## src/sv/spim_pkg.sv

```systemverilog
// Shared types and constants for the SPI mode 0 byte master.
// Depends on nothing; used by every module of the block.
package spim_pkg;

  typedef enum logic [1:0] {
    OP_TICK     = 2'd0,
    OP_SELECT   = 2'd1,
    OP_START    = 2'd2,
    OP_DESELECT = 2'd3
  } op_t;

  localparam int unsigned BYTE_BITS = 8;
  localparam logic [15:0] HALF_RESET = 16'd100;
  localparam logic [3:0]  BITS_INIT  = 4'd8;

  // One classified tick as it travels from the front to the back.
  typedef struct packed {
    logic       sel;
    logic       start;
    logic       desel;
    logic       any_cmd;
    logic [7:0] tx_byte;
    logic       miso;
  } cmd_t;

endpackage

```

## src/sv/spi_master_mode0_byte_top.sv

```systemverilog
// Top level of the SPI mode 0 byte master: front end, command queue, back end.
// Depends on spim_pkg, spim_front, spim_fifo and spim_back.
//
// Use: each input beat is one tick of the bit-banged SPI interface. It carries
// an operation (tick only, select, start byte, deselect), the byte to send and
// the sampled MISO level. Each input beat yields exactly one result beat with
// the pin levels (ss_n, SCK, MOSI) and status after that tick: busy, a one-beat
// done pulse with the received byte, and a flag for a command dropped while busy.
// The half period in ticks is written through the cfg_ channel; the user must write
// it only while the block is idle, which the block does not enforce. cfg_ready is
// always high. Zero acts as one. An accepted input beat is first written into the
// queue; the bit engine then pops it and registers its result beat.
// Throughput: one beat per cycle while the result is not stalled; the bit engine
// retires one queued tick each cycle its output register is free.
// Stall: a stalled result holds in the output register while the queue keeps
// taking input beats; in_stall rises only once the FIFO_DEPTH-entry queue is full.
// Reset (synchronous, rst_n low): queue emptied, SCK low, ss_n high, MOSI low,
// no transfer in progress, half period back to 100 ticks.
module spi_master_mode0_byte_top #(
  parameter int unsigned FIFO_DEPTH = 4
) (
  input  logic        clk,
  input  logic        rst_n,
  input  logic        cfg_valid,
  output logic        cfg_ready,
  input  logic [15:0] cfg_half_period_ticks,
  input  logic        in_valid,
  output logic        in_stall,
  input  logic [1:0]  in_operation,
  input  logic [7:0]  in_tx_byte,
  input  logic        in_miso_level,
  output logic        out_valid,
  input  logic        out_stall,
  output logic        out_ss_n,
  output logic        out_sck_level,
  output logic        out_mosi_level,
  output logic        out_busy_res,
  output logic        out_done_res,
  output logic [7:0]  out_rx_byte,
  output logic        out_cmd_rejected
);

  spim_pkg::cmd_t q_wdata;
  spim_pkg::cmd_t q_rdata;
  logic           q_push;
  logic           q_pop;
  logic           q_full;
  logic           q_empty;

  // the user must send register writes only while idle (not enforced here); take them at once
  assign cfg_ready = 1'b1;

  spim_front u_front (
    .in_valid      (in_valid),
    .in_operation  (in_operation),
    .in_tx_byte    (in_tx_byte),
    .in_miso_level (in_miso_level),
    .q_full        (q_full),
    .in_stall      (in_stall),
    .q_push        (q_push),
    .q_wdata       (q_wdata)
  );

  spim_fifo #(
    .DEPTH (FIFO_DEPTH)
  ) u_fifo (
    .clk   (clk),
    .rst_n (rst_n),
    .push  (q_push),
    .wdata (q_wdata),
    .pop   (q_pop),
    .rdata (q_rdata),
    .full  (q_full),
    .empty (q_empty)
  );

  spim_back u_back (
    .clk                   (clk),
    .rst_n                 (rst_n),
    .cfg_valid             (cfg_valid),
    .cfg_half_period_ticks (cfg_half_period_ticks),
    .q_rdata               (q_rdata),
    .q_empty               (q_empty),
    .q_pop                 (q_pop),
    .out_stall             (out_stall),
    .out_valid             (out_valid),
    .out_ss_n              (out_ss_n),
    .out_sck_level         (out_sck_level),
    .out_mosi_level        (out_mosi_level),
    .out_busy_res          (out_busy_res),
    .out_done_res          (out_done_res),
    .out_rx_byte           (out_rx_byte),
    .out_cmd_rejected      (out_cmd_rejected)
  );

endmodule

```

## src/sv/spim_front.sv

```systemverilog
// Front end: accept input beats and decode the operation into a command word.
// Depends on spim_pkg.
module spim_front (
  input  logic              in_valid,
  input  logic [1:0]        in_operation,
  input  logic [7:0]        in_tx_byte,
  input  logic              in_miso_level,
  input  logic              q_full,
  output logic              in_stall,
  output logic              q_push,
  output spim_pkg::cmd_t    q_wdata
);

  spim_pkg::op_t op;

  assign op       = spim_pkg::op_t'(in_operation);
  assign in_stall = q_full;
  assign q_push   = in_valid && !q_full;

  always_comb begin
    q_wdata         = '0;
    q_wdata.tx_byte = in_tx_byte;
    q_wdata.miso    = in_miso_level;
    unique case (op)
      spim_pkg::OP_TICK: begin
        q_wdata.any_cmd = 1'b0;
      end
      spim_pkg::OP_SELECT: begin
        q_wdata.sel     = 1'b1;
        q_wdata.any_cmd = 1'b1;
      end
      spim_pkg::OP_START: begin
        q_wdata.start   = 1'b1;
        q_wdata.any_cmd = 1'b1;
      end
      spim_pkg::OP_DESELECT: begin
        q_wdata.desel   = 1'b1;
        q_wdata.any_cmd = 1'b1;
      end
      default: begin
        q_wdata.any_cmd = 1'b0;
      end
    endcase
  end

endmodule

```

## src/sv/spim_fifo.sv

```systemverilog
// Short command queue between front and back end.
// Depends on spim_pkg.
module spim_fifo #(
  parameter int unsigned DEPTH = 4
) (
  input  logic              clk,
  input  logic              rst_n,
  input  logic              push,
  input  spim_pkg::cmd_t    wdata,
  input  logic              pop,
  output spim_pkg::cmd_t    rdata,
  output logic              full,
  output logic              empty
);

  localparam int unsigned PW = (DEPTH > 1) ? $clog2(DEPTH) : 1;
  localparam int unsigned CW = $clog2(DEPTH + 1);
  localparam logic [PW-1:0] PTR_LAST = PW'(DEPTH - 1);
  localparam logic [CW-1:0] CNT_FULL = CW'(DEPTH);

  spim_pkg::cmd_t  mem_r [DEPTH];
  logic [PW-1:0]   wptr_r, wptr_nxt;
  logic [PW-1:0]   rptr_r, rptr_nxt;
  logic [CW-1:0]   cnt_r, cnt_nxt;

  assign full  = (cnt_r == CNT_FULL);
  assign empty = (cnt_r == '0);
  assign rdata = mem_r[rptr_r];

  always_comb begin
    wptr_nxt = wptr_r;
    rptr_nxt = rptr_r;
    cnt_nxt  = cnt_r;
    if (push) begin
      wptr_nxt = (wptr_r == PTR_LAST) ? '0 : wptr_r + PW'(1);
    end
    if (pop) begin
      rptr_nxt = (rptr_r == PTR_LAST) ? '0 : rptr_r + PW'(1);
    end
    if (push && !pop) begin
      cnt_nxt = cnt_r + CW'(1);
    end else if (pop && !push) begin
      cnt_nxt = cnt_r - CW'(1);
    end
  end

  always_ff @(posedge clk) begin
    if (!rst_n) begin
      wptr_r <= '0;
      rptr_r <= '0;
      cnt_r  <= '0;
    end else begin
      wptr_r <= wptr_nxt;
      rptr_r <= rptr_nxt;
      cnt_r  <= cnt_nxt;
    end
  end

  always_ff @(posedge clk) begin
    if (push) begin
      mem_r[wptr_r] <= wdata;
    end
  end

endmodule

```

## src/sv/spim_back.sv

```systemverilog
// Back end: run the SPI bit engine one tick per command and register the result.
// Depends on spim_pkg.
module spim_back (
  input  logic              clk,
  input  logic              rst_n,
  input  logic              cfg_valid,
  input  logic [15:0]       cfg_half_period_ticks,
  input  spim_pkg::cmd_t    q_rdata,
  input  logic              q_empty,
  output logic              q_pop,
  input  logic              out_stall,
  output logic              out_valid,
  output logic              out_ss_n,
  output logic              out_sck_level,
  output logic              out_mosi_level,
  output logic              out_busy_res,
  output logic              out_done_res,
  output logic [7:0]        out_rx_byte,
  output logic              out_cmd_rejected
);

  logic [15:0] half_r;
  logic [7:0]  out_shift_r, out_shift_nxt;
  logic [7:0]  in_shift_r, in_shift_nxt;
  logic [3:0]  bits_left_r, bits_left_nxt;
  logic [15:0] timer_r, timer_nxt;
  logic        clock_high_r, clock_high_nxt;
  logic        select_high_r, select_high_nxt;
  logic        mosi_r, mosi_nxt;
  logic        valid_r;
  logic        done_nxt, rej_nxt;
  logic [7:0]  rx_nxt;
  logic [15:0] half_load, timer_dec;
  logic        busy;
  logic [7:0]  shifted;

  assign q_pop     = !q_empty && (!valid_r || !out_stall);
  assign out_valid = valid_r;
  assign busy      = (bits_left_r != '0);
  assign half_load = (half_r == '0) ? 16'd1 : half_r;
  assign timer_dec = (timer_r != '0) ? timer_r - 16'd1 : '0;
  assign shifted   = {out_shift_r[6:0], 1'b0};

  always_comb begin
    out_shift_nxt   = out_shift_r;
    in_shift_nxt    = in_shift_r;
    bits_left_nxt   = bits_left_r;
    timer_nxt       = timer_r;
    clock_high_nxt  = clock_high_r;
    select_high_nxt = select_high_r;
    mosi_nxt        = mosi_r;
    done_nxt        = 1'b0;
    rej_nxt         = 1'b0;
    rx_nxt          = '0;
    if (busy) begin
      rej_nxt   = q_rdata.any_cmd;
      timer_nxt = timer_dec;
      if (timer_dec == '0) begin
        if (!clock_high_r) begin
          // rising edge: sample MISO
          clock_high_nxt = 1'b1;
          in_shift_nxt   = {in_shift_r[6:0], q_rdata.miso};
          timer_nxt      = half_load;
        end else begin
          // falling edge: advance to the next bit, or finish the byte after the last
          clock_high_nxt = 1'b0;
          out_shift_nxt  = shifted;
          bits_left_nxt  = bits_left_r - 4'd1;
          if (bits_left_r == 4'd1) begin
            done_nxt  = 1'b1;
            rx_nxt    = in_shift_r;
            timer_nxt = '0;
          end else begin
            mosi_nxt  = shifted[7];
            timer_nxt = half_load;
          end
        end
      end
    end else if (q_rdata.sel) begin
      select_high_nxt = 1'b0;
    end else if (q_rdata.start) begin
      out_shift_nxt  = q_rdata.tx_byte;
      in_shift_nxt   = '0;
      bits_left_nxt  = spim_pkg::BITS_INIT;
      clock_high_nxt = 1'b0;
      mosi_nxt       = q_rdata.tx_byte[spim_pkg::BYTE_BITS-1];
      timer_nxt      = half_load;
    end else if (q_rdata.desel) begin
      clock_high_nxt  = 1'b0;
      select_high_nxt = 1'b1;
    end
  end

  always_ff @(posedge clk) begin
    if (!rst_n) begin
      half_r        <= spim_pkg::HALF_RESET;
      out_shift_r   <= '0;
      in_shift_r    <= '0;
      bits_left_r   <= '0;
      timer_r       <= '0;
      clock_high_r  <= 1'b0;
      select_high_r <= 1'b1;
      mosi_r        <= 1'b0;
      valid_r       <= 1'b0;
    end else begin
      if (cfg_valid) begin
        half_r <= cfg_half_period_ticks;
      end
      if (q_pop) begin
        out_shift_r   <= out_shift_nxt;
        in_shift_r    <= in_shift_nxt;
        bits_left_r   <= bits_left_nxt;
        timer_r       <= timer_nxt;
        clock_high_r  <= clock_high_nxt;
        select_high_r <= select_high_nxt;
        mosi_r        <= mosi_nxt;
        valid_r       <= 1'b1;
      end else if (!out_stall) begin
        valid_r <= 1'b0;
      end
    end
  end

  // result payload, held while stalled
  always_ff @(posedge clk) begin
    if (q_pop) begin
      out_ss_n         <= select_high_nxt;
      out_sck_level    <= clock_high_nxt;
      out_mosi_level   <= mosi_nxt;
      out_busy_res     <= (bits_left_nxt != '0);
      out_done_res     <= done_nxt;
      out_rx_byte      <= rx_nxt;
      out_cmd_rejected <= rej_nxt;
    end
  end

endmodule
```

## config.mk

```make
export PLATFORM = sky130hd
export DESIGN_NAME = spi_master_mode0_byte_top
export DESIGN_NICKNAME = d
export VERILOG_FILES = /design/src/sv/spim_pkg.sv /design/src/sv/spi_master_mode0_byte_top.sv /design/src/sv/spim_front.sv /design/src/sv/spim_fifo.sv /design/src/sv/spim_back.sv
export SDC_FILE = /design/constraint.sdc
export NUM_CORES = 1
export LEC_CHECK = 0
export BUFFER_PORTS_ARGS = -buffer_cell sky130_fd_sc_hd__buf_2
export CORE_AREA = 2 2 129 131
export CTS_CLUSTER_SIZE = 14
export DETAILED_ROUTE_END_ITERATION = 8
export DIE_AREA = 0 0 131 133
export HOLD_SLACK_MARGIN = 0.15
export PLACE_DENSITY = 0.64
export SLEW_MARGIN = 20
export SYNTH_ARGS = -nofsm -noshare
export SYNTH_HDL_FRONTEND = slang
export SYNTH_SLANG_ARGS = --single-unit
```

## constraint.sdc

```tcl
create_clock -name clk -period 3.7 [get_ports clk]
set_clock_uncertainty 0.1 [all_clocks]
set_input_delay 0.185 -clock clk [delete_from_list [all_inputs] [get_ports clk]]
set_output_delay 0.185 -clock clk [all_outputs]
set_load 0.02 [all_outputs]
```

**Word level (Yosys, flattened, before mapping)**

Memory sizes are Yosys's and may differ from the RTL's. A register that Yosys moved wholly into a read port is not among the register bits.
Cells that the tools add are included.

- Add/subtract/negate cells: 6
- Eq/ne operators: 12
- Muxes and demuxes: 54
- Reductions and logical operators: 26

Operators by type and width:

| operator | count |
|---|---|
| two-way mux 16 bit | 8 |
| two-way mux 8 bit | 5 |
| two-way mux 7 bit | 5 |
| logical NOT 16 bit | 2 |
| two-way mux 1 bit | 24 |
| two-way mux 4 bit | 5 |
| nonzero test 16 bit | 1 |
| subtractor 16 x 1 -> 16 bit (second input constant) | 1 |
| AND reduction 5 bit | 2 |
| equality test 2 bit (second input constant) | 4 |
| two-way mux 2 bit | 4 |
| nonzero test 4 bit | 2 |
| logical NOT 1 bit | 6 |
| two-way mux 3 bit | 2 |
| inequality test 2 x 1 -> 1 bit (second input constant) | 3 |
| AND reduction 3 bit | 2 |
| adder 2 x 1 -> 2 bit (second input constant) | 2 |
| equality test 4 x 1 -> 1 bit (second input constant) | 1 |
| logical AND 1 bit | 4 |
| inequality test 2 bit (second input constant) | 2 |
| AND reduction 4 bit | 1 |
| nonzero test 2 bit | 2 |
| subtractor 4 x 1 -> 4 bit (second input constant) | 1 |
| adder 3 x 1 -> 3 bit (second input constant) | 1 |
| 8 further kinds | 8 |

- Register bits: 76
- Memory bits (writable): 52
- Logic and storage cells: 118
- Memories kept: 1

Memory list:

| name | depth | bits a word | rd ports | clocked after memory_dff | write ports | RTL line | text |
|---|---|---|---|---|---|---|---|
| u_fifo.mem_r | 4 | 13 | 1 | 1 | 1 | spim_fifo.sv:21 | `spim_pkg::cmd_t mem_r [DEPTH];` |

**Depth between registers and ports, before layout**

Gate-level depths: netlist of the first run.

- Depth in word-level cells: 7
- Mapped depth: 11

**Hierarchy**

Synthesis of the first run repeated with hierarchy kept, for this count alone.

- Cell total of the unflattened synthesis: 550
- Area total of the unflattened synthesis: 6216.0 sq um

By module, submodules not included:

| module | times used | cells an instance | area an instance (sq um) | sequential area each (sq um) |
|---|---|---|---|---|
| spim_back | 1 | 422 | 3754.9 | 1521.5 |
| spim_fifo | 1 | 111 | 2339.7 | 1741.7 |
| spim_front | 1 | 15 | 110.1 | 0.0 |
| spi_master_mode0_byte_top | 1 | 2 | 11.3 | 0.0 |

**Least setup slack after synthesis of the first run**

Ideal clock, no wire load.

- Path type: register -> register
- From: register u_back.timer_r[0]
- To: register u_back.out_busy_res (data pin)
- Setup time: 267 ps
- Arrival time: 2573 ps
- Data required time: 3333 ps
- Setup slack: 759 ps
- Stages on the path, launching flop included: 11
- Clock period less this slack: 2941 ps
- Cell sequence: dfxtp_1 > clkbuf_1 > inv_1 > ha_1 > or4b_2 > nor4_1 > a31o_2 > buf_2 > nand3_1 > mux2i_1 > o211ai_1

- Longest elaborated chain between the ends: 6
- Elaborated cells on any way between the ends: 7
- Classes of those cells: add/sub (1); mux (3); reduce/logical (3)

RTL lines:

| item | RTL line | text |
|---|---|---|
| start: declaration | spim_back.sv:26 | `logic [15:0] timer_r, timer_nxt;` |
| start signal: assignment | spim_back.sv:113 | `timer_r <= timer_nxt;` |
| subtractor 16 x 1 -> 16 bit / nonzero test 16 bit (equally long branches) | spim_back.sv:41 | `assign timer_dec = (timer_r != '0) ? timer_r - 16'd1 : '0;` |
| two-way mux 16 bit * | spim_back.sv:41 |  |
| logical NOT 16 bit * | spim_back.sv:58 | `if (timer_dec == '0) begin` |
| two-way mux 4 bit * | spim_back.sv:58 |  |
| two-way mux 4 bit * | spim_back.sv:55 | `if (busy) begin` |
| nonzero test 4 bit * | spim_back.sv:130 | `out_busy_res <= (bits_left_nxt != '0);` |
| end signal: assignment | spim_back.sv:130 |  |
| end: declaration | spim_back.sv:16 | `output logic out_busy_res,` |

Mark *: on every way between the ends. The rest lies on a longest branch, timed or not.
A chain may end at the register's enable or synchronous reset.

**Worst setup path in the final report of the first run**

- From: register u_back.timer_r[0]
- To: register u_back.in_shift_r[7]

- Longest elaborated chain between the ends: 5
- Elaborated cells on any way between the ends: 6
- Classes of those cells: add/sub (1); eq/ne (1); mux (1); reduce/logical (3)

RTL lines:

| item | RTL line | text |
|---|---|---|
| subtractor 16 x 1 -> 16 bit / nonzero test 16 bit (equally long branches) | spim_back.sv:41 |  |
| two-way mux 16 bit * | spim_back.sv:41 |  |
| logical NOT 16 bit * | spim_back.sv:58 |  |
| inequality test 2 bit (no line) * | -- |  |
| AND reduction 5 bit (no line) * | -- |  |
| end signal: assignment | spim_back.sv:111 | `in_shift_r <= in_shift_nxt;` |
| end: declaration | spim_back.sv:24 | `logic [7:0] in_shift_r, in_shift_nxt;` |

Marks and branches as above.

==> results of run 1 <==
per-layer routing:
metal,vias up,global-route usage (%),routed length [um]
li1,2052,-,-
met1,2035,18.15,5438
met2,110,25.36,6292
met3,24,3.437,498
met4,0,6.442,242
met5,-,0,0
metrics by stage:
stage	power [mW]	hold WS [ns]	cell area [um2]
floorplan	3.870	0.1839	5807
global placement	4.359	0.2950	6222
detailed placement	4.416	0.3044	6222
CTS	6.194	0.1813	7171
global route	6.586	0.2088	7178
finish	6.189	0.2018	7178
where the power goes:
group | switching (mW) | internal [mW] | total (mW) | leakage, nW
Sequential | 0.261 | 1.85 | 2.11 | 1.14
Clock | 0.662 | 1.08 | 1.74 | 0.297
Combinational | 1.42 | 0.917 | 2.34 | 1.28
sequential cells by signal, summed over array words and instances (netlist names), 2 cells and up, named ones only:
name,count
u_fifo.mem_r,52
u_back.half_r,16
u_back.timer_r,16
u_back.in_shift_r,8
u_back.out_rx_byte,8
u_back.out_shift_r,7
u_back.bits_left_r,4
u_fifo.cnt_r,3
u_fifo.rptr_r,2
u_fifo.wptr_r,2
worst paths after layout:
| kind | endpoint | slack (ns) |
|---|---|---|
| worst max register to register | u_back.in_shift_r[7] | 0.41 |
| worst min-delay path | u_back.half_r[3] | 0.20 |
| worst max-delay path | u_back.in_shift_r[7] | 0.41 |
| worst min register to register | u_back.out_valid | 0.36 |
cell families after synthesis:
group	after synthesis
adder cells (fa/ha/maj)	10
other	1
AND/OR/NAND/NOR	169
buffers and inverters	42
AO/OA/AOI/OAI	105
flip-flops	130
multiplexers	42
XOR/XNOR	6
layout by cell type, fill, tap and decap left out, drive strengths merged, types with 10 or more instances in the layout:
cell type	synthesis	layout
dfxtp	64	64
clkbuf	20	17
inv	11	18
nor2	52	52
or3	10	10
mux2i	29	29
nand2	27	27
dlygate4sd3	0	33
o21ai	26	26
nor3	16	16
a21oi	26	26
and2	16	16
edfxtp	66	66
buf	11	53
mux4	13	13
final cells by class:
type                       count  area (um2)  share of cell area (%)
tap                          220       275.3                   3.835
clock buffer                  17       425.4                   5.926
timing repair buffer          86       610.6                   8.506
sequential                   130        3263                   45.46
multi-input combinational    333        2370                   33.01
inverter                      11       41.29                  0.5752
clock inverter                15       192.7                   2.684
what timing repair did:
| action | CTS | global route |
|---|---|---|
| endpoints found under the hold margin | 78 | 0 |
| endpoints found under the setup margin | 0 | 8 |
| hold buffers | 33 | 0 |
| resized for setup | 0 | 1 |
critical path, cell delays in order, from the launching register on:
cell and delay (ns):
dfxtp_1 0.40, inv_1 0.09, ha_1 0.29, or4b_2 0.68, nor4_1 0.53, nor2_1 0.15
o21ai_4 0.20, a41oi_1 0.40, a22o_1 0.34
==> metrics.md, run 1 <==
| Metric | Value |
|---|---|
| Vias in the first global route | `4,159` |
| Largest vdd supply drop | `~0.37 mV` |
| Grt ovf | `0` |
| TritonRoute pass-1 iters | `7` |
| DIE AREA | `17,420 um2` |
| Min cycle time layout | `3.294 ns` |
| Worst EP arrival | `3.49 ns` |
| Clock-pin slew on the worst setup and hold paths | `0.06 ns` |
| Clock Latency Late Sink | `0.41 ns` |
| Seq/Total Area, Yosys | `between 50% and 60%` |
| PortBufs | `47` |
| Area of the core | `16,170 um2` |
| Hold Crit Depth | `3` |
| First-pass GRT wire length | `20,310 um` |
| Pin count of the biggest net entering global routing | `38` |
| Outcome | `complete, no violations` |
| Synth Instances | `approximately 500` |
| Mapped Nets | `547` |
| Hold path start | `cfg_valid` |
| CP required | `3.90 ns` |
| RSZ-0062 raised after global routing | `false` |
| Max Transition Viols Final | `0` |
| Post CTS Setup Buffer Count | `0` |
| Pwr per Cell Area | `862.2 nW/um2` |
| Row count | `47` |
| XOR/XNOR Fraction of Synth Area | `0.9050%` |
| Post-synth EDFFs | `between 60 and 70` |
| Final-report hold violation count | `0` |
| Initial DRC count | `195` |
| Clk root buf | `clkbuf_16` |
| Most frequent cell after synthesis | `edfxtp_1` |
| Synth Register Bits | `between 100 and 150` |
| Non-filler cells, final | `812` |
| Crit path kind | `reg -> reg` |
| Top Ports | `slightly below 50` |
| Setup WS post-layout | `between 0.4 and 0.5 ns` |
| Initial Util | `between 30% and 40%` |
| Final RePlAce weighted congestion | `0.8435` |
| Synth cell types | `61` |
| Final period util | `89.02%` |
| Routed Antenna Nets | `0` |
| DR vias/cell | `5.198` |
| Synth top area share | `approximately a third` |
| Max Cap Viol | `0` |
| Inst Count DP | `747` |
| Clock Tree Buf Depth | `2` |
| Worst Hold Class | `in -> reg` |
| CTS sink count | `130` |
| Setup slack after placement | `~0.26 ns` |
| Post-synthesis mux area share | `10.04%` |
| Post-route DRC | `0` |
| H-tree levels | `4` |
| Startpoint types | `register` |
| CTS tree | `done` |
| Worst-path maximum fanout | `15` |
| Via count | `4,221` |
| TNS Setup | `0 ns` |
| WL final | `12,470 um` |
| Leakage | `2.721 nW` |
| Synth Area in Adders | `2.284%` |
| Die height | `133 um` |
| Num CTS Buffers | `17` |
| Ys Warns | `0` |
| Mapped Avg Cell Area | `11.50 um2` |
| Fmax | `303.6 MHz` |
| N_diodes | `0` |
| Wire length per cell | `between 15 and 20 um` |
| Largest family of logic cells by synthesized area | `simple AND/OR/NAND/NOR gates` |
| Crit path launch | `u_back.timer_r[0]` |
| Initial antenna violation count | `0` |
| FF-to-FF path depth | `8` |
| Area leader, netlist | `edfxtp_1` |
| Fraction of registers with async set/reset | `0%` |
| Setup-failing EPs final | `0` |
| Critical R2R Launch | `u_back.timer_r[0]` |
| Post-synthesis compound-gate area fraction | `12.39%` |
| Share of layout cells above drive strength 1 | `about a fifth` |
| # fillers | `1,460` |
| Slew HR | `51.07%` |
| Worst Tran Pin Value | `roughly 0.73 ns` |
| Post-synthesis simple-gate area fraction | `between 10% and 20%` |
| HPWL after DPL | `8247 um` |
| Area of the mapped netlist | `approximately 5800 um2` |
| P&R area growth vs syn | `23.62%` |
| Final Core Density | `44.39%` |
| Synth area leaders | `edfxtp_1 34%, dfxtp_1 22%, mux4_2 5.0%` |
| Total GRT Usage | `14.99%` |
| NumNets Final | `about 620` |
| Most used DFF post-synth | `edfxtp_1` |
| Worst setup EP type | `register` |
| Chip width | `between 100 and 150 um` |
| Synth top cells by count | `66 x edfxtp_1, 64 x dfxtp_1, 52 x nor2_1` |
Note: power is estimated with default switching activity, not from simulation.
==> inputs of run 2 (changes only) <==
--- a/config.mk
+++ b/config.mk
@@ -5,11 +5,12 @@
 export SDC_FILE = /design/constraint.sdc
 export NUM_CORES = 1
 export LEC_CHECK = 0
+export ABC_AREA = 1
 export BUFFER_PORTS_ARGS = -buffer_cell sky130_fd_sc_hd__buf_2
-export CORE_AREA = 2 2 129 131
+export CORE_AREA = 2 2 133 135
 export CTS_CLUSTER_SIZE = 14
 export DETAILED_ROUTE_END_ITERATION = 8
-export DIE_AREA = 0 0 131 133
+export DIE_AREA = 0 0 135 137
 export HOLD_SLACK_MARGIN = 0.15
 export PLACE_DENSITY = 0.64
 export SLEW_MARGIN = 20
==> metrics.md, run 2 <==
| Metric | Value |
|---|---|
| Clk root buf | `clkbuf_16` |
| Final-report hold violation count | `0` |
| Overall power | `around 6.3 mW` |
| Worst setup EP type | `register` |
| Most frequent cell after synthesis | `nand2_1` |
| Worst Tran Pin Value | `0.6449 ns` |
| Most used DFF post-synth | `edfxtp_1` |
| Synth top area share | `31.82%` |
| First-pass GRT wire length | `about 24,000 um` |
| Synth cell types | `between 40 and 50` |
| Wire length per cell | `13.07 um` |
| Final RePlAce weighted congestion | `approximately 0.85` |
| N_diodes | `0` |
| Outcome | `complete, no violations` |
| Biggest regs | `u_fifo.mem_r: 52 flops, u_back.half_r: 16 flops, u_back.timer_r: 16 flops` |
| Fmax | `approximately 350 MHz` |
| Reg with most FFs | `u_fifo.mem_r` |
| CP delay by family, top | `simple AND/OR/NAND/NOR gates` |
| DIE AREA | `about 18,000 um2` |
| Share of layout cells above drive strength 1 | `13.55%` |
| Max reg flops | `52` |
| PortBufs | `47` |
| Initial Util | `roughly 37%` |
| Worst EP arrival | `3.08 ns` |
| Clock Latency Late Sink | `0.42 ns` |
| Slew HR | `56.96%` |
| Mapped Nets | `791` |
| H-tree levels | `4` |
| Initial antenna violation count | `0` |
| Crit path kind | `reg -> reg` |
| Register area | `3263 um2` |
| DR vias/cell | `4.810` |
| Most common cell after layout, fill and taps aside | `nand2_1` |
| Min cycle time layout | `2.838 ns` |
| CP required | `3.94 ns` |
| Leakage | `around 3.3 nW` |
| Pin count of the biggest net entering global routing | `50` |
| Worst Hold Class | `in -> reg` |
| Worst-path maximum fanout | `17` |
| Critical-path cell list | `inv_1 > ha_1 > nand2_2 > nor2_4 > nand2_4 > nand2_1 > nand3_1 > nor3_1 > nand4_1 > nor2_1 > nand2_1 > a21oi_1` |
| # fillers | `~1,700` |
| Largest vdd supply drop | `0.3857 mV` |
| Synth area leaders | `edfxtp_1 32%, dfxtp_1 21%, nand2_1 9.8%` |
| CP dominant cell by count | `nand2_1` |
| Post-synth EDFFs | `66` |
| Setup slack, reg-to-reg | `roughly 0.86 ns` |
| Ys Warns | `0` |
| Row count | `between 40 and 50` |
| TNS Setup | `0 ns` |
| Max Cap Viol | `0` |
| Startpoint types | `register` |
| Area of the core | `17,060 um2` |
| HPWL after DPL | `between 9000 and 10,000 um` |
| Clock-pin slew on the worst setup and hold paths | `0.06 ns` |
| Synth Instances | `749` |
| Slowest stage cell, crit path | `nor3_1` |
| Total GRT Usage | `roughly 16%` |
| Grt ovf | `0` |
| Vias in the first global route | `4,813` |
| Routed Antenna Nets | `0` |
| Hold_ws | `0.1717 ns` |
| Via count | `5,200` |
| CTS tree | `done` |
| Setup-failing EPs final | `0` |
| Synth top cells by count | `162 x nand2_1, 119 x nor2_1, 76 x inv_1` |
| Initial DRC count | `368` |
| WL final | `approximately 14,000 um` |
| Final period util | `76.71%` |
| RSZ-0062 raised after global routing | `false` |
| Mapped Avg Cell Area | `8.316 um2` |
| Area of the mapped netlist | `~6200 um2` |
| Area of the multi-input gates | `between 2000 and 3000 um2` |
| Max Transition Viols Final | `0` |
| Seq/Total Area, Yosys | `a little over half` |
| Max stage delay on crit path | `about 0.34 ns` |
| Fraction of registers with async set/reset | `0%` |
| Synth Register Bits | `130` |
| Chip width | `135 um` |
| TritonRoute pass-1 iters | `5` |
| Top Ports | `between 40 and 50` |
| WP buf/inv | `1` |
| Die height | `137 um` |
| Area leader, netlist | `edfxtp_1` |
| NumNets Final | `885` |
| Num CTS Buffers | `17` |
| Commonest cells after routing, fill and taps aside | `162 x nand2_1, 119 x nor2_1, 76 x inv_1` |
| CTS sink count | `130` |
| Pwr per Cell Area | `820.6 nW/um2` |
| P&R area growth vs syn | `23.52%` |
| Clock Tree Buf Depth | `2` |
| Post-route DRC | `0` |
## run 2: changes by cell type after synthesis, moves of 10 or more
| cell | previous run | this run |
|---|---|---|
| o21ai_0 | 25 | 72 |
| nor2_1 | 52 | 119 |
| mux2i_1 | 29 | 0 |
| a21oi_1 | 25 | 47 |
| inv_1 | 10 | 76 |
| nor3_1 | 15 | 2 |
| nand2_1 | 27 | 162 |
| or3_1 | 10 | 0 |
| mux4_2 | 13 | 0 |
| and2_1 | 16 | 0 |
| nand3_1 | 9 | 40 |
## run 2: where the power goes
part | switching [mW] | internal (mW) | total, mW
Sequential | 0.182 | 1.86 | 2.04
Clock | 0.649 | 0.932 | 1.58
Combinational | 1.83 | 0.861 | 2.69
## run 2: layout make-up
class | instances | area share [%]
Clock buffer | 18 | 5.578
Timing Repair Buffer | 102 | 9.888
Clock inverter | 14 | 1.675
Tap cell | 225 | 3.659
Sequential cell | 130 | 42.41
Inverter | 79 | 3.854
Multi-Input combinational cell | 513 | 32.93
## run 2: metrics by stage
stage | instance area [um2] | cells | setup WS (ns) | utilization (%)
6_report | 7694 | 1081 | 0.8619 | 45.11
5_1_grt | 7694 | 1081 | 0.5667 | 45.11
4_1_cts | 7694 | 1081 | 0.8681 | 45.11
3_5_place_dp | 6685 | 1004 | 0.8765 | 39.19
3_3_place_gp | 6685 | 1004 | 0.8726 | 39.19
2_1_floorplan | 6228 | 749 | 1.320 | -
## run 2: routing by layer
layer	vias up	wire, um	global-route usage (%)
met1	2390	6543	20.78
met3	23	584	3.222
met5	-	0	0
met4	0	301	6.424
met2	125	6702	27.33
li1	2662	-	-
## run 2: final timing paths
path,from,endpoint,depth (start not counted)
max,u_back.timer_r[0],u_back.in_shift_r[2],12
min,in_valid,u_fifo.wptr_r[1],5
max reg2reg,u_back.timer_r[0],u_back.in_shift_r[2],12
min reg2reg,u_back.select_high_r,u_back.select_high_r,2
## run 2: cell families after synthesis
group	share of synthesized area [%]
other	0.06021
buffers and inverters	6.930
and+or+nand+nor	25.49
adders and majority gates	2.129
AOI/OAI and AO/OA	12.58
xor gates and xnor gates	0.4219
DFF	52.39
## run 2: repair_timing
action	in CTS	in global routing
hold buffers	45	0
endpoints found under the hold margin	69	0
setup buffers	0	0
resized for setup	0	0
## run 2: tightest hold or removal path, cell delays in order
cell     delay [ns]
buf_2          0.09
inv_1          0.04
nor2_1         0.05
inv_1          0.18
a21oi_1        0.09
==> inputs of run 3 (changes only) <==
--- a/config.mk
+++ b/config.mk
@@ -5,14 +5,14 @@
 export SDC_FILE = /design/constraint.sdc
 export NUM_CORES = 1
 export LEC_CHECK = 0
-export ABC_AREA = 1
+export ABC_AREA = 0
 export BUFFER_PORTS_ARGS = -buffer_cell sky130_fd_sc_hd__buf_2
-export CORE_AREA = 2 2 133 135
+export CORE_AREA = 2 2 129 131
 export CTS_CLUSTER_SIZE = 14
 export DETAILED_ROUTE_END_ITERATION = 8
-export DIE_AREA = 0 0 135 137
+export DIE_AREA = 0 0 131 133
 export HOLD_SLACK_MARGIN = 0.15
-export PLACE_DENSITY = 0.64
+export PLACE_DENSITY = 0.66
 export SLEW_MARGIN = 20
 export SYNTH_ARGS = -nofsm -noshare
 export SYNTH_HDL_FRONTEND = slang
==> constraint.sdc (replaced) <==
create_clock -name clk -period 2.6 [get_ports clk]
set_clock_uncertainty 0.1 [all_clocks]
set_input_delay 0.13 -clock clk [delete_from_list [all_inputs] [get_ports clk]]
set_output_delay 0.13 -clock clk [all_outputs]
set_load 0.02 [all_outputs]
==> metrics.md, run 3 (synthesis results as in run 1) <==
| Metric | Value |
|---|---|
| Setup-failing EPs final | `42` |
| Routed Antenna Nets | `0` |
| Worst setup EP type | `register` |
| Max Cap Viol | `0` |
| Final-report hold violation count | `0` |
| Hold endpoint | `u_back.half_r[4]` |
| Crit path kind | `reg -> reg` |
| Area of the core | `16,170 um2` |
| Num CTS Buffers | `17` |
| Via count | `4,614` |
| Clock-pin slew on the worst setup and hold paths | `0.07 ns` |
| PortBufs | `47` |
| Largest vdd supply drop | `~0.66 mV` |
| Setup WS post-layout | `-0.2021 ns` |
| N_diodes | `0` |
| Worst Hold Class | `in -> reg` |
| Row count | `47` |
| Top Ports | `49` |
| Final period util | `107.8%` |
| DIE AREA | `17,420 um2` |
| Wire length per cell | `between 15 and 20 um` |
| CTS tree | `done` |
| Clock Latency Late Sink | `approximately 0.42 ns` |
| Final RePlAce weighted congestion | `~0.9` |
| H-tree levels | `4` |
| RSZ-0062 raised after global routing | `true` |
| CP dominant cell by count | `or4_4` |
| Failing checks | `setup timing` |
| Post-route DRC | `0` |
| Min cycle time layout | `2.802 ns` |
| Slowest stage cell, crit path | `or4_4` |
| Max Transition Viols Final | `0` |
| First-pass GRT wire length | `23,150 um` |
| Critical-path cell list | `or4_4 > or4_4 > a311o_1 > o31a_1 > a21oi_4 > buf_12 > nor2_1 > a211oi_1` |
| CP required | `2.83 ns` |
| Clk root buf | `clkbuf_16` |
| Leakage | `3.103 nW` |
| Initial DRC count | `249` |
| Outcome | `finished, violations left` |
| NumNets Final | `690` |
| Hold_ws | `0.1733 ns` |
| Share of layout cells above drive strength 1 | `29.05%` |
| DR vias/cell | `5.237` |
| Max reg flops | `52` |
| Worst Tran Pin Value | `0.7215 ns` |
| Slew HR | `around half` |
| Inst Count DP | `793` |
| Worst-path maximum fanout | `13` |
| Biggest regs | `u_fifo.mem_r: 52 flops, u_back.half_r: 16 flops, u_back.timer_r: 16 flops` |
| Setup slack, reg-to-reg | `-0.20 ns` |
| Startpoint types | `register` |
| Commonest cells after routing, fill and taps aside | `66 x edfxtp_1, 62 x dfxtp_1, 52 x buf_4` |
| Final Core Density | `49.03%` |
| WL final | `14,550 um` |
| TNS Setup | `-5.194 ns` |
| FF-to-FF End | `u_back.out_shift_r[6]` |
| Chip width | `around 130 um` |
| Clock Tree Buf Depth | `2` |
| Initial antenna violation count | `0` |
| FF-to-FF path depth | `8` |
| Grt ovf | `0` |
| Worst EP arrival | `3.03 ns` |
| Hold Crit Depth | `3` |
| Die height | `about 130 um` |
| Pin count of the biggest net entering global routing | `38` |
| Non-filler cells, final | `881` |
| P&R area growth vs syn | `36.54%` |
| Fmax | `356.9 MHz` |
| Total GRT Usage | `17.19%` |
| Reg with most FFs | `u_fifo.mem_r` |
| Hold path start | `cfg_valid` |
| Pwr per Cell Area | `1290 nW/um2` |
| CTS sink count | `130` |
| Most common cell after layout, fill and taps aside | `edfxtp_1` |
| Critical R2R Launch | `u_back.timer_r[8]` |
| Initial Util | `approximately 36%` |
| TritonRoute pass-1 iters | `5` |
| HPWL after DPL | `between 9000 and 10,000 um` |
| Max stage delay on crit path | `around 0.56 ns` |
| Vias in the first global route | `4,632` |
## run 3: layer usage
| layer | part of all wire (%) | track usage (%) | wire length [um] |
|---|---|---|---|
| met3 | 4.1 | 4.165 | 597 |
| met5 | 0 | 0 | 0 |
| met4 | 2.3 | 7.270 | 335 |
| met2 | 51 | 29.10 | 7489 |
| met1 | 42 | 20.70 | 6128 |
## run 3: cell type report
class                   count  area, um2
flip-flops and latches    130       3266
inverters                  11      41.29
repair buffers            155       1206
fillers                  1405       8243
multi-input cells         333       2500
clock inverters            15      215.2
well taps                 220      275.3
clock buffers              17      425.4
## run 3: repair_timing
action | CTS | global route
endpoints found under the hold margin | 83 | 0
buffers inserted | 7 | 1
setup endpoints to repair | 47 | 49
pin swaps | 5 | 3
cloned | 1 | 0
resized for setup | 19 | 15
hold buffers | 47 | 0
## run 3: worst max-delay path by stage
stage	cells past startpoint	slack, ns	start	endpoint
final	8	-0.20	u_back.timer_r[8]	u_back.out_shift_r[6]
after global routing	8	-0.30	u_back.timer_r[8]	u_back.timer_r[13]
after CTS	8	-0.23	u_back.timer_r[8]	u_back.out_shift_r[3]
after detailed placement	8	-0.27	u_back.timer_r[8]	u_back.out_shift_r[3]
after global placement	8	-0.20	u_back.timer_r[8]	u_back.out_shift_r[3]
after floorplan	8	-0.16	u_back.timer_r[8]	u_back.out_shift_r[1]
## run 3: power by group
group	total [mW]	switching [mW]	leakage (nW)	internal, mW
clock	2.61	1.04	0.316	1.57
sequential	2.87	0.239	1.14	2.63
combinational	4.75	2.60	1.64	2.16
total	10.2	3.88	3.10	6.35
## run 3: per-stage QoR
stage          setup WS [ns]  power [mW]  area [um2]
4_1_cts              -0.2250       10.06        7851
6_report             -0.2021       10.23        7929
2_1_floorplan        -0.1635       5.664        5866
3_5_place_dp         -0.2748       7.087        6618
3_3_place_gp         -0.1962       6.983        6618
5_1_grt              -0.3042       10.79        7929
## run 3: worst max-delay path, delay by kind of cell (launching register included)
| kind | cells | cell delay (ns) |
|---|---|---|
| AND/OR/NAND/NOR | 3 | 1.10 |
| flip-flops | 1 | 0.32 |
| AO/OA/AOI/OAI | 4 | 1.04 |
| buffers and inverters | 1 | 0.15 |
